File: src/sv/ltdf_pkg.sv
// Shared types, character codes and denylist table for the log tag filter.
`timescale 1ns / 1ps

package ltdf_pkg;

    typedef enum logic [1:0] {
        PH_SEEK_PAREN = 2'd0,
        PH_SAW_PAREN  = 2'd1,
        PH_IN_TAG     = 2'd2,
        PH_DONE       = 2'd3
    } phase_t;

    localparam int DENY_ROWS = 4;
    localparam int ROW_CHARS = 16;
    localparam int ENTRY_W   = 2;
    localparam int POS_W     = 6;

    localparam logic [7:0] CH_RPAREN  = 8'h29;
    localparam logic [7:0] CH_SPACE   = 8'h20;
    localparam logic [7:0] CH_COLON   = 8'h3a;
    localparam logic [7:0] CH_NEWLINE = 8'h0a;
    localparam logic [7:0] CH_NUL     = 8'h00;

    localparam logic [POS_W-1:0] DENY_LEN [DENY_ROWS] = '{6'd11, 6'd10, 6'd4, 6'd10};

    localparam logic [7:0] DENY_TEXT [DENY_ROWS][ROW_CHARS] = '{
        '{"s", "c", "e", "p", "_", "e", "n", "r", "o", "l", "l",
          8'h00, 8'h00, 8'h00, 8'h00, 8'h00},
        '{"c", "e", "r", "t", "_", "r", "e", "n", "e", "w",
          8'h00, 8'h00, 8'h00, 8'h00, 8'h00, 8'h00},
        '{"w", "i", "f", "i",
          8'h00, 8'h00, 8'h00, 8'h00, 8'h00, 8'h00, 8'h00, 8'h00,
          8'h00, 8'h00, 8'h00, 8'h00},
        '{"s", "s", "h", "_", "s", "e", "r", "v", "e", "r",
          8'h00, 8'h00, 8'h00, 8'h00, 8'h00, 8'h00}
    };

    function automatic logic is_terminator(logic [7:0] b);
        return (b == CH_COLON) || (b == CH_SPACE) || (b == CH_NEWLINE) || (b == CH_NUL);
    endfunction

    // true if entry row still matches with byte b at tag position pos
    function automatic logic deny_keep(logic [ENTRY_W-1:0] row, logic [POS_W-1:0] pos,
                                       logic [7:0] b);
        logic in_len;
        in_len = pos < DENY_LEN[row];
        return in_len && (DENY_TEXT[row][pos[3:0]] == b);
    endfunction

endpackage

File: src/sv/log_tag_denylist_filter_core.sv
// Log tag denylist filter: scans a log line byte by byte and flags denylisted tags.
`timescale 1ns / 1ps

// Takes one byte of a log line per cycle on the slave stream (s_tlast marks the
// line's last byte) and, for each line, returns one result word on the master
// stream when that last byte is taken. The tag is the text after the first ") "
// pair up to ':', space, newline or NUL; the line is blocked when the tag is
// 1 to TAG_LIMIT-1 bytes, terminated inside the line and equal to a denylist
// entry (lowest entry wins). Bytes at position LINE_LIMIT or later are skipped.
// Rate: one byte per cycle while s_tready is high; the result is registered in the
// cycle after the last byte is taken, and s_tready only drops while a result is held
// there with m_tready low.
module log_tag_denylist_filter_core #(
    parameter int TAG_LIMIT    = 32,
    parameter int DENY_ENTRIES = 4,
    parameter int LINE_LIMIT   = 255
) (
    input  logic       clk,
    input  logic       rst_n,
    input  logic       s_tvalid,
    output logic       s_tready,
    input  logic [7:0] s_tdata,   // [7:0] line_byte
    input  logic       s_tlast,   // line_end
    output logic       m_tvalid,
    input  logic       m_tready,
    output logic [7:0] m_tdata    // [0] blocked, [1] tag_found, [3:2] matched_entry, rest 0
);

    localparam int ACTIVE_ROWS = (DENY_ENTRIES < ltdf_pkg::DENY_ROWS) ?
                                 DENY_ENTRIES : ltdf_pkg::DENY_ROWS;
    localparam int TAG_W = $clog2(TAG_LIMIT + 1);
    localparam int CNT_W = $clog2(LINE_LIMIT + 1);

    ltdf_pkg::phase_t phase_reg, phase_next;
    logic [TAG_W-1:0] tag_offset_reg, tag_offset_next;
    logic [ACTIVE_ROWS-1:0] flags_reg, flags_next;
    logic decided_blocked_reg, decided_blocked_next;
    logic [ltdf_pkg::ENTRY_W-1:0] decided_entry_reg, decided_entry_next;
    logic decided_found_reg, decided_found_next;
    logic [CNT_W-1:0] byte_count_reg, byte_count_next;

    logic m_tvalid_reg, m_tvalid_next;
    logic [7:0] m_tdata_reg, m_tdata_next;

    logic s_accept;
    logic scan;
    logic term;
    logic [TAG_W-1:0] tag_inc;

    ltdf_pkg::phase_t scan_phase;
    logic [TAG_W-1:0] scan_offset;
    logic [ACTIVE_ROWS-1:0] scan_flags;
    logic scan_blocked;
    logic [ltdf_pkg::ENTRY_W-1:0] scan_entry;
    logic scan_found;

    assign s_tready = !m_tvalid_reg || m_tready;
    assign s_accept = s_tvalid && s_tready;
    assign scan     = byte_count_reg < CNT_W'(LINE_LIMIT);
    assign term     = ltdf_pkg::is_terminator(s_tdata);
    assign tag_inc  = tag_offset_reg + TAG_W'(1);

    // phase after this byte, before the end-of-line clear
    always_comb
    begin
        scan_phase = phase_reg;
        if (scan)
        begin
            case (phase_reg)
                ltdf_pkg::PH_SEEK_PAREN:
                begin
                    if (s_tdata == ltdf_pkg::CH_RPAREN)
                        scan_phase = ltdf_pkg::PH_SAW_PAREN;
                end
                ltdf_pkg::PH_SAW_PAREN:
                begin
                    if (s_tdata == ltdf_pkg::CH_SPACE)
                        scan_phase = ltdf_pkg::PH_IN_TAG;
                    else if (s_tdata != ltdf_pkg::CH_RPAREN)
                        scan_phase = ltdf_pkg::PH_SEEK_PAREN;
                end
                ltdf_pkg::PH_IN_TAG:
                begin
                    if (term || tag_inc >= TAG_W'(TAG_LIMIT))
                        scan_phase = ltdf_pkg::PH_DONE;
                end
                default:
                    scan_phase = phase_reg;
            endcase
        end
    end

    always_comb
    begin
        phase_next = phase_reg;
        if (s_accept)
            phase_next = s_tlast ? ltdf_pkg::PH_SEEK_PAREN : scan_phase;
    end

    // tag offset, prefix flags and decision for this byte
    always_comb
    begin
        scan_offset  = tag_offset_reg;
        scan_flags   = flags_reg;
        scan_blocked = decided_blocked_reg;
        scan_entry   = decided_entry_reg;
        scan_found   = decided_found_reg;
        if (scan && phase_reg == ltdf_pkg::PH_SAW_PAREN && s_tdata == ltdf_pkg::CH_SPACE)
        begin
            scan_offset = '0;
            scan_flags  = '1;
        end
        else if (scan && phase_reg == ltdf_pkg::PH_IN_TAG)
        begin
            if (term)
            begin
                if (tag_offset_reg != '0)
                begin
                    scan_found = 1'b1;
                    // walk down so the lowest matching entry wins
                    for (int k = ACTIVE_ROWS - 1; k >= 0; k--)
                    begin
                        if (flags_reg[k] && ltdf_pkg::DENY_LEN[k] ==
                            ltdf_pkg::POS_W'(tag_offset_reg))
                        begin
                            scan_blocked = 1'b1;
                            scan_entry   = ltdf_pkg::ENTRY_W'(k);
                        end
                    end
                end
            end
            else
            begin
                for (int k = 0; k < ACTIVE_ROWS; k++)
                begin
                    if (!ltdf_pkg::deny_keep(ltdf_pkg::ENTRY_W'(k),
                                             ltdf_pkg::POS_W'(tag_offset_reg), s_tdata))
                        scan_flags[k] = 1'b0;
                end
                scan_offset = tag_inc;
            end
        end
    end

    always_comb
    begin
        tag_offset_next      = tag_offset_reg;
        flags_next           = flags_reg;
        decided_blocked_next = decided_blocked_reg;
        decided_entry_next   = decided_entry_reg;
        decided_found_next   = decided_found_reg;
        byte_count_next      = byte_count_reg;
        if (s_accept)
        begin
            if (s_tlast)
            begin
                tag_offset_next      = '0;
                flags_next           = '1;
                decided_blocked_next = 1'b0;
                decided_entry_next   = '0;
                decided_found_next   = 1'b0;
                byte_count_next      = '0;
            end
            else
            begin
                tag_offset_next      = scan_offset;
                flags_next           = scan_flags;
                decided_blocked_next = scan_blocked;
                decided_entry_next   = scan_entry;
                decided_found_next   = scan_found;
                if (scan)
                    byte_count_next = byte_count_reg + CNT_W'(1);
            end
        end
    end

    // result word register
    always_comb
    begin
        m_tvalid_next = m_tvalid_reg && !m_tready;
        m_tdata_next  = m_tdata_reg;
        if (s_accept && s_tlast)
        begin
            m_tvalid_next = 1'b1;
            m_tdata_next  = {4'b0000,
                             scan_blocked ? scan_entry : ltdf_pkg::ENTRY_W'(0),
                             scan_found, scan_blocked};
        end
    end

    assign m_tvalid = m_tvalid_reg;
    assign m_tdata  = m_tdata_reg;

    always_ff @(posedge clk or negedge rst_n)
    begin
        if (!rst_n)
        begin
            phase_reg           <= ltdf_pkg::PH_SEEK_PAREN;
            tag_offset_reg      <= '0;
            flags_reg           <= '1;
            decided_blocked_reg <= 1'b0;
            decided_entry_reg   <= '0;
            decided_found_reg   <= 1'b0;
            byte_count_reg      <= '0;
            m_tvalid_reg        <= 1'b0;
        end
        else
        begin
            phase_reg           <= phase_next;
            tag_offset_reg      <= tag_offset_next;
            flags_reg           <= flags_next;
            decided_blocked_reg <= decided_blocked_next;
            decided_entry_reg   <= decided_entry_next;
            decided_found_reg   <= decided_found_next;
            byte_count_reg      <= byte_count_next;
            m_tvalid_reg        <= m_tvalid_next;
        end
    end

    always_ff @(posedge clk)
    begin
        m_tdata_reg <= m_tdata_next;
    end

    a_blocked_needs_tag: assert property (@(posedge clk) disable iff (!rst_n)
        m_tvalid |-> (!m_tdata[0] || m_tdata[1]))
        else $error("blocked result without a found tag");

    a_entry_zero_when_passed: assert property (@(posedge clk) disable iff (!rst_n)
        (m_tvalid && !m_tdata[0]) |-> (m_tdata[3:2] == '0))
        else $error("nonzero entry on a passed line");

    a_result_follows_line_end: assert property (@(posedge clk) disable iff (!rst_n)
        (s_accept && s_tlast) |=> m_tvalid)
        else $error("line end gave no result word");

    a_line_state_cleared: assert property (@(posedge clk) disable iff (!rst_n)
        (s_accept && s_tlast) |=>
        (phase_reg == ltdf_pkg::PH_SEEK_PAREN && byte_count_reg == '0 &&
         !decided_blocked_reg && !decided_found_reg))
        else $error("per-line state not cleared after line end");

    a_decision_only_when_done: assert property (@(posedge clk) disable iff (!rst_n)
        decided_found_reg |-> (phase_reg == ltdf_pkg::PH_DONE))
        else $error("tag decided while still scanning");

endmodule
File: config.mk
export PLATFORM = sky130hd
export DESIGN_NAME = log_tag_denylist_filter_core
export DESIGN_NICKNAME = d
export VERILOG_FILES = /design/src/sv/ltdf_pkg.sv /design/src/sv/log_tag_denylist_filter_core.sv
export SDC_FILE = /design/constraint.sdc
export NUM_CORES = 1
export LEC_CHECK = 0
export BUFFER_PORTS_ARGS = -buffer_cell sky130_fd_sc_hd__buf_2
export CORE_MARGIN = 5
export CORE_UTILIZATION = 40
export CTS_BUF_LIST = sky130_fd_sc_hd__clkbuf_4
export DETAILED_ROUTE_END_ITERATION = 6
export HOLD_SLACK_MARGIN = 0.08
export SYNTH_ARGS = -nofsm -noshare
export SYNTH_HDL_FRONTEND = slang
export SYNTH_SLANG_ARGS = --single-unit
File: constraint.sdc
create_clock -name clk -period 2.92 [get_ports clk]
set_clock_uncertainty 0.05 [all_clocks]
set_input_delay 0.584 -clock clk [delete_from_list [all_inputs] [get_ports clk]]
set_output_delay 0.584 -clock clk [all_outputs]
set_load 0.01 [all_outputs]
==> metrics.txt <==
status=finished clean; Die Width=90.2 µm; Setup Fix Bufs, Post-CTS=0; FF+latch count, synth=29; XOR/XNOR Fraction of Synth Area=6.81%; ant diodes=0; total number of vias=2237; worst skew pair latency=0.33 ns; final core utilization=43.4%; Post-DRT Antenna Nets=0; Final Hold Fails=0; vias in the first global route=2126; P_leak=1.16 nW; met3 track demand over resource=4.09%; Peak Freq=419 MHz; layout cell share with drive strength beyond 1=20.1%; CTS Hold Bufs=0; Crit Path Max Fanout=7; IO Port Bufs=18; Most used DFF post-synth=dfrtp_1; All-Layer GR Usage=15.9%; final instance area=0.00274 mm²; fillers=619; CTS tree=yes; Crit Path Category=reg -> reg; Post-Syn Instances=299; Compound-Gate Fraction of Synth Area=19.4%; initial antenna violation count=0; worst slack at placement=0.303 ns; Total Nets Final=343; RSZ-0062 raised after global routing=no; placed cell areas=0.00268 mm²; vias per inst=5.72; synth unique cells=65; Reg clk slew, reported paths=0.10 ns; DRC Markers=0; setup violators final=0; Syn Std Cell Area=0.00257 mm²; largest family of logic cells by synthesized area=simple AND/OR/NAND/NOR gates; Post-synth EDFFs=4; min Tclk post-route=2.39 ns; grt ovf=0; htree depth=2; Synth Area per Inst=8.60 µm²; Initial Util=40.7%; first-pass GRT wire length=10.8 mm; DR iter-0 viols=183; Tightest Pin Transition=0.603 ns; clk root buf=clkbuf_4; worst hold path class=in -> async; die area=0.00814 mm²; asr flop ratio synth=86.2%; Syn. warnings=0; PwrDens=346 mW/mm²; maxcap violations=0; Required @ worst endpoint=3.15 ns; Layout area overhead=6.52%; DRT Wirelength=6.34 mm; row count=29; GRT busiest layer=met2; mux contribution to synthesized area=4.82%; sequential area share after synthesis=29.2%; Power, Total=0.000948 W; adder-cell share of the synthesized area=8.27%; crit end category=flip-flop; clk buf depth=2; Die Span Y=90.2 µm; Slew Limit Fails=0; DR pass1 iterations=5; CP startpoint kind=flip-flop; final weighted congestion in routability-driven placement=0.963; post-CTS sizing=0; num ports=23; Yosys top cell area share=20.4%; Fin Setup TNS=0 ns; DP HPWL=4.67 mm; largest cells by area after synthesis=dfrtp_1 (20%), ha_1 (8.3%), edfxtp_1 (4.7%), dfstp_2 (4.1%), nand2_1 (3.8%); post-synthesis simple-gate area fraction=23.7%; headroom to the max-slew limit=59.8%; met1 Use GR=22.9%; dominant cell type by area after synthesis=dfrtp_1; pin count of the biggest net entering global routing=26; CTS Sinks=29; CTS Buf Count=5; peak supply drop=0.189 mV; post-route setup slack=0.531 ns; max reg flops=8; DR WL/cell=16.2 µm; Worst Path Arrival=2.62 ns; Placeable Area=0.00631 mm²; met2 Use GR=23.6%; Tcrit/Tclk final=81.8%
synthesized netlist by cell type (2+ instances only):
| cell type | instances |
|---|---|
| nor3_1 | 8 |
| ha_1 | 17 |
| a22oi_1 | 3 |
| nand2b_1 | 3 |
| a21oi_1 | 18 |
| o21a_1 | 2 |
| or3_1 | 2 |
| nand2_1 | 26 |
| o22ai_1 | 2 |
| o21ai_0 | 18 |
| mux2_2 | 7 |
| nand3_1 | 9 |
| clkbuf_8 | 2 |
| buf_6 | 3 |
| dfrtp_1 | 21 |
| edfxtp_1 | 4 |
| and3_1 | 3 |
| nand4_1 | 10 |
| nor3b_1 | 3 |
| nor2_1 | 20 |
| xor2_1 | 9 |
| inv_1 | 13 |
| mux2i_1 | 3 |
| or2_2 | 5 |
| buf_4 | 4 |
| a211oi_1 | 3 |
| a31oi_1 | 3 |
| nor4_1 | 5 |
| a211o_2 | 2 |
| clkbuf_1 | 8 |
| and4_1 | 2 |
| nand3b_1 | 2 |
| a211o_1 | 3 |
| a22o_1 | 5 |
| dfstp_2 | 4 |
| buf_2 | 5 |
| xnor2_1 | 11 |
| nor2b_1 | 3 |
| and3b_1 | 2 |
report_power, final:
group | internal [W] | switching (W)
clock | 0.000111 | 0.000139
combinational | 0.0000960 | 0.000129
sequential | 0.000444 | 0.0000279
final timing paths:
path | from | end | slack (ns) | depth (start not counted)
min in group clk | decided_found_reg | decided_found_reg | 0.46 | 2
max in group asynchronous | rst_n | byte_count_reg[6] | 2.21 | 1
max | tag_offset_reg[0] | flags_reg[1] | 0.53 | 8
min reg2reg | decided_found_reg | decided_found_reg | 0.46 | 2
max reg2reg | tag_offset_reg[0] | flags_reg[1] | 0.53 | 8
min | rst_n | tag_offset_reg[0] | 0.20 | 1
kinds of logic (layout without fill, tap and decap cells):
group | Yosys count | after routing
compound gates | 72 | 72
mux | 11 | 11
buf+inv | 36 | 48
other cells | 1 | 4
xor+xnor | 20 | 20
simple gates | 113 | 113
flops | 29 | 29
fa+ha+maj | 17 | 17
layer usage:
metal,wire [µm],up-vias
met3,356,16
met1,3100,1050
li1,-,1098
met4,141,0
met5,0,-
met2,2750,73
placed cells by master (no fill, tap or decap), types with 9 or more instances in the layout:
cell     count
buf_2       18
nand4_1     10
nand3_1      9
nand2_1     26
dfrtp_1     21
a21oi_1     18
o21ai_0     18
xnor2_1     11
inv_1       13
ha_1        17
xor2_1       9
nor2_1      20
critical path, cell delays in order (launching register included):
cell	delay (ns)
dfrtp_1	0.46
inv_1	0.17
ha_1	0.31
a21oi_1	0.12
a21oi_1	0.15
o22ai_1	0.09
or4_1	0.52
nor4_1	0.33
a211o_1	0.14
metrics by stage:
stage                     hold slack (ns)  instances
final                               0.205        391
after detailed placement            0.437        383
after CTS                           0.209        391
after global placement              0.430        383
after global routing                0.230        391
after floorplan                     0.238        302
final cells by class:
type                    instances  area (µm²)  area share (%)
clock buffers                   7        52.6            1.92
clock inverters                 1        3.75           0.137
inverters                      14        52.6            1.92
multi-input cells             237        1630            59.6
flip-flops and latches         29         751            27.4
well taps                      77        96.3            3.52
repair buffers                 26         150            5.48
Power figures use the tool's default switching activity.
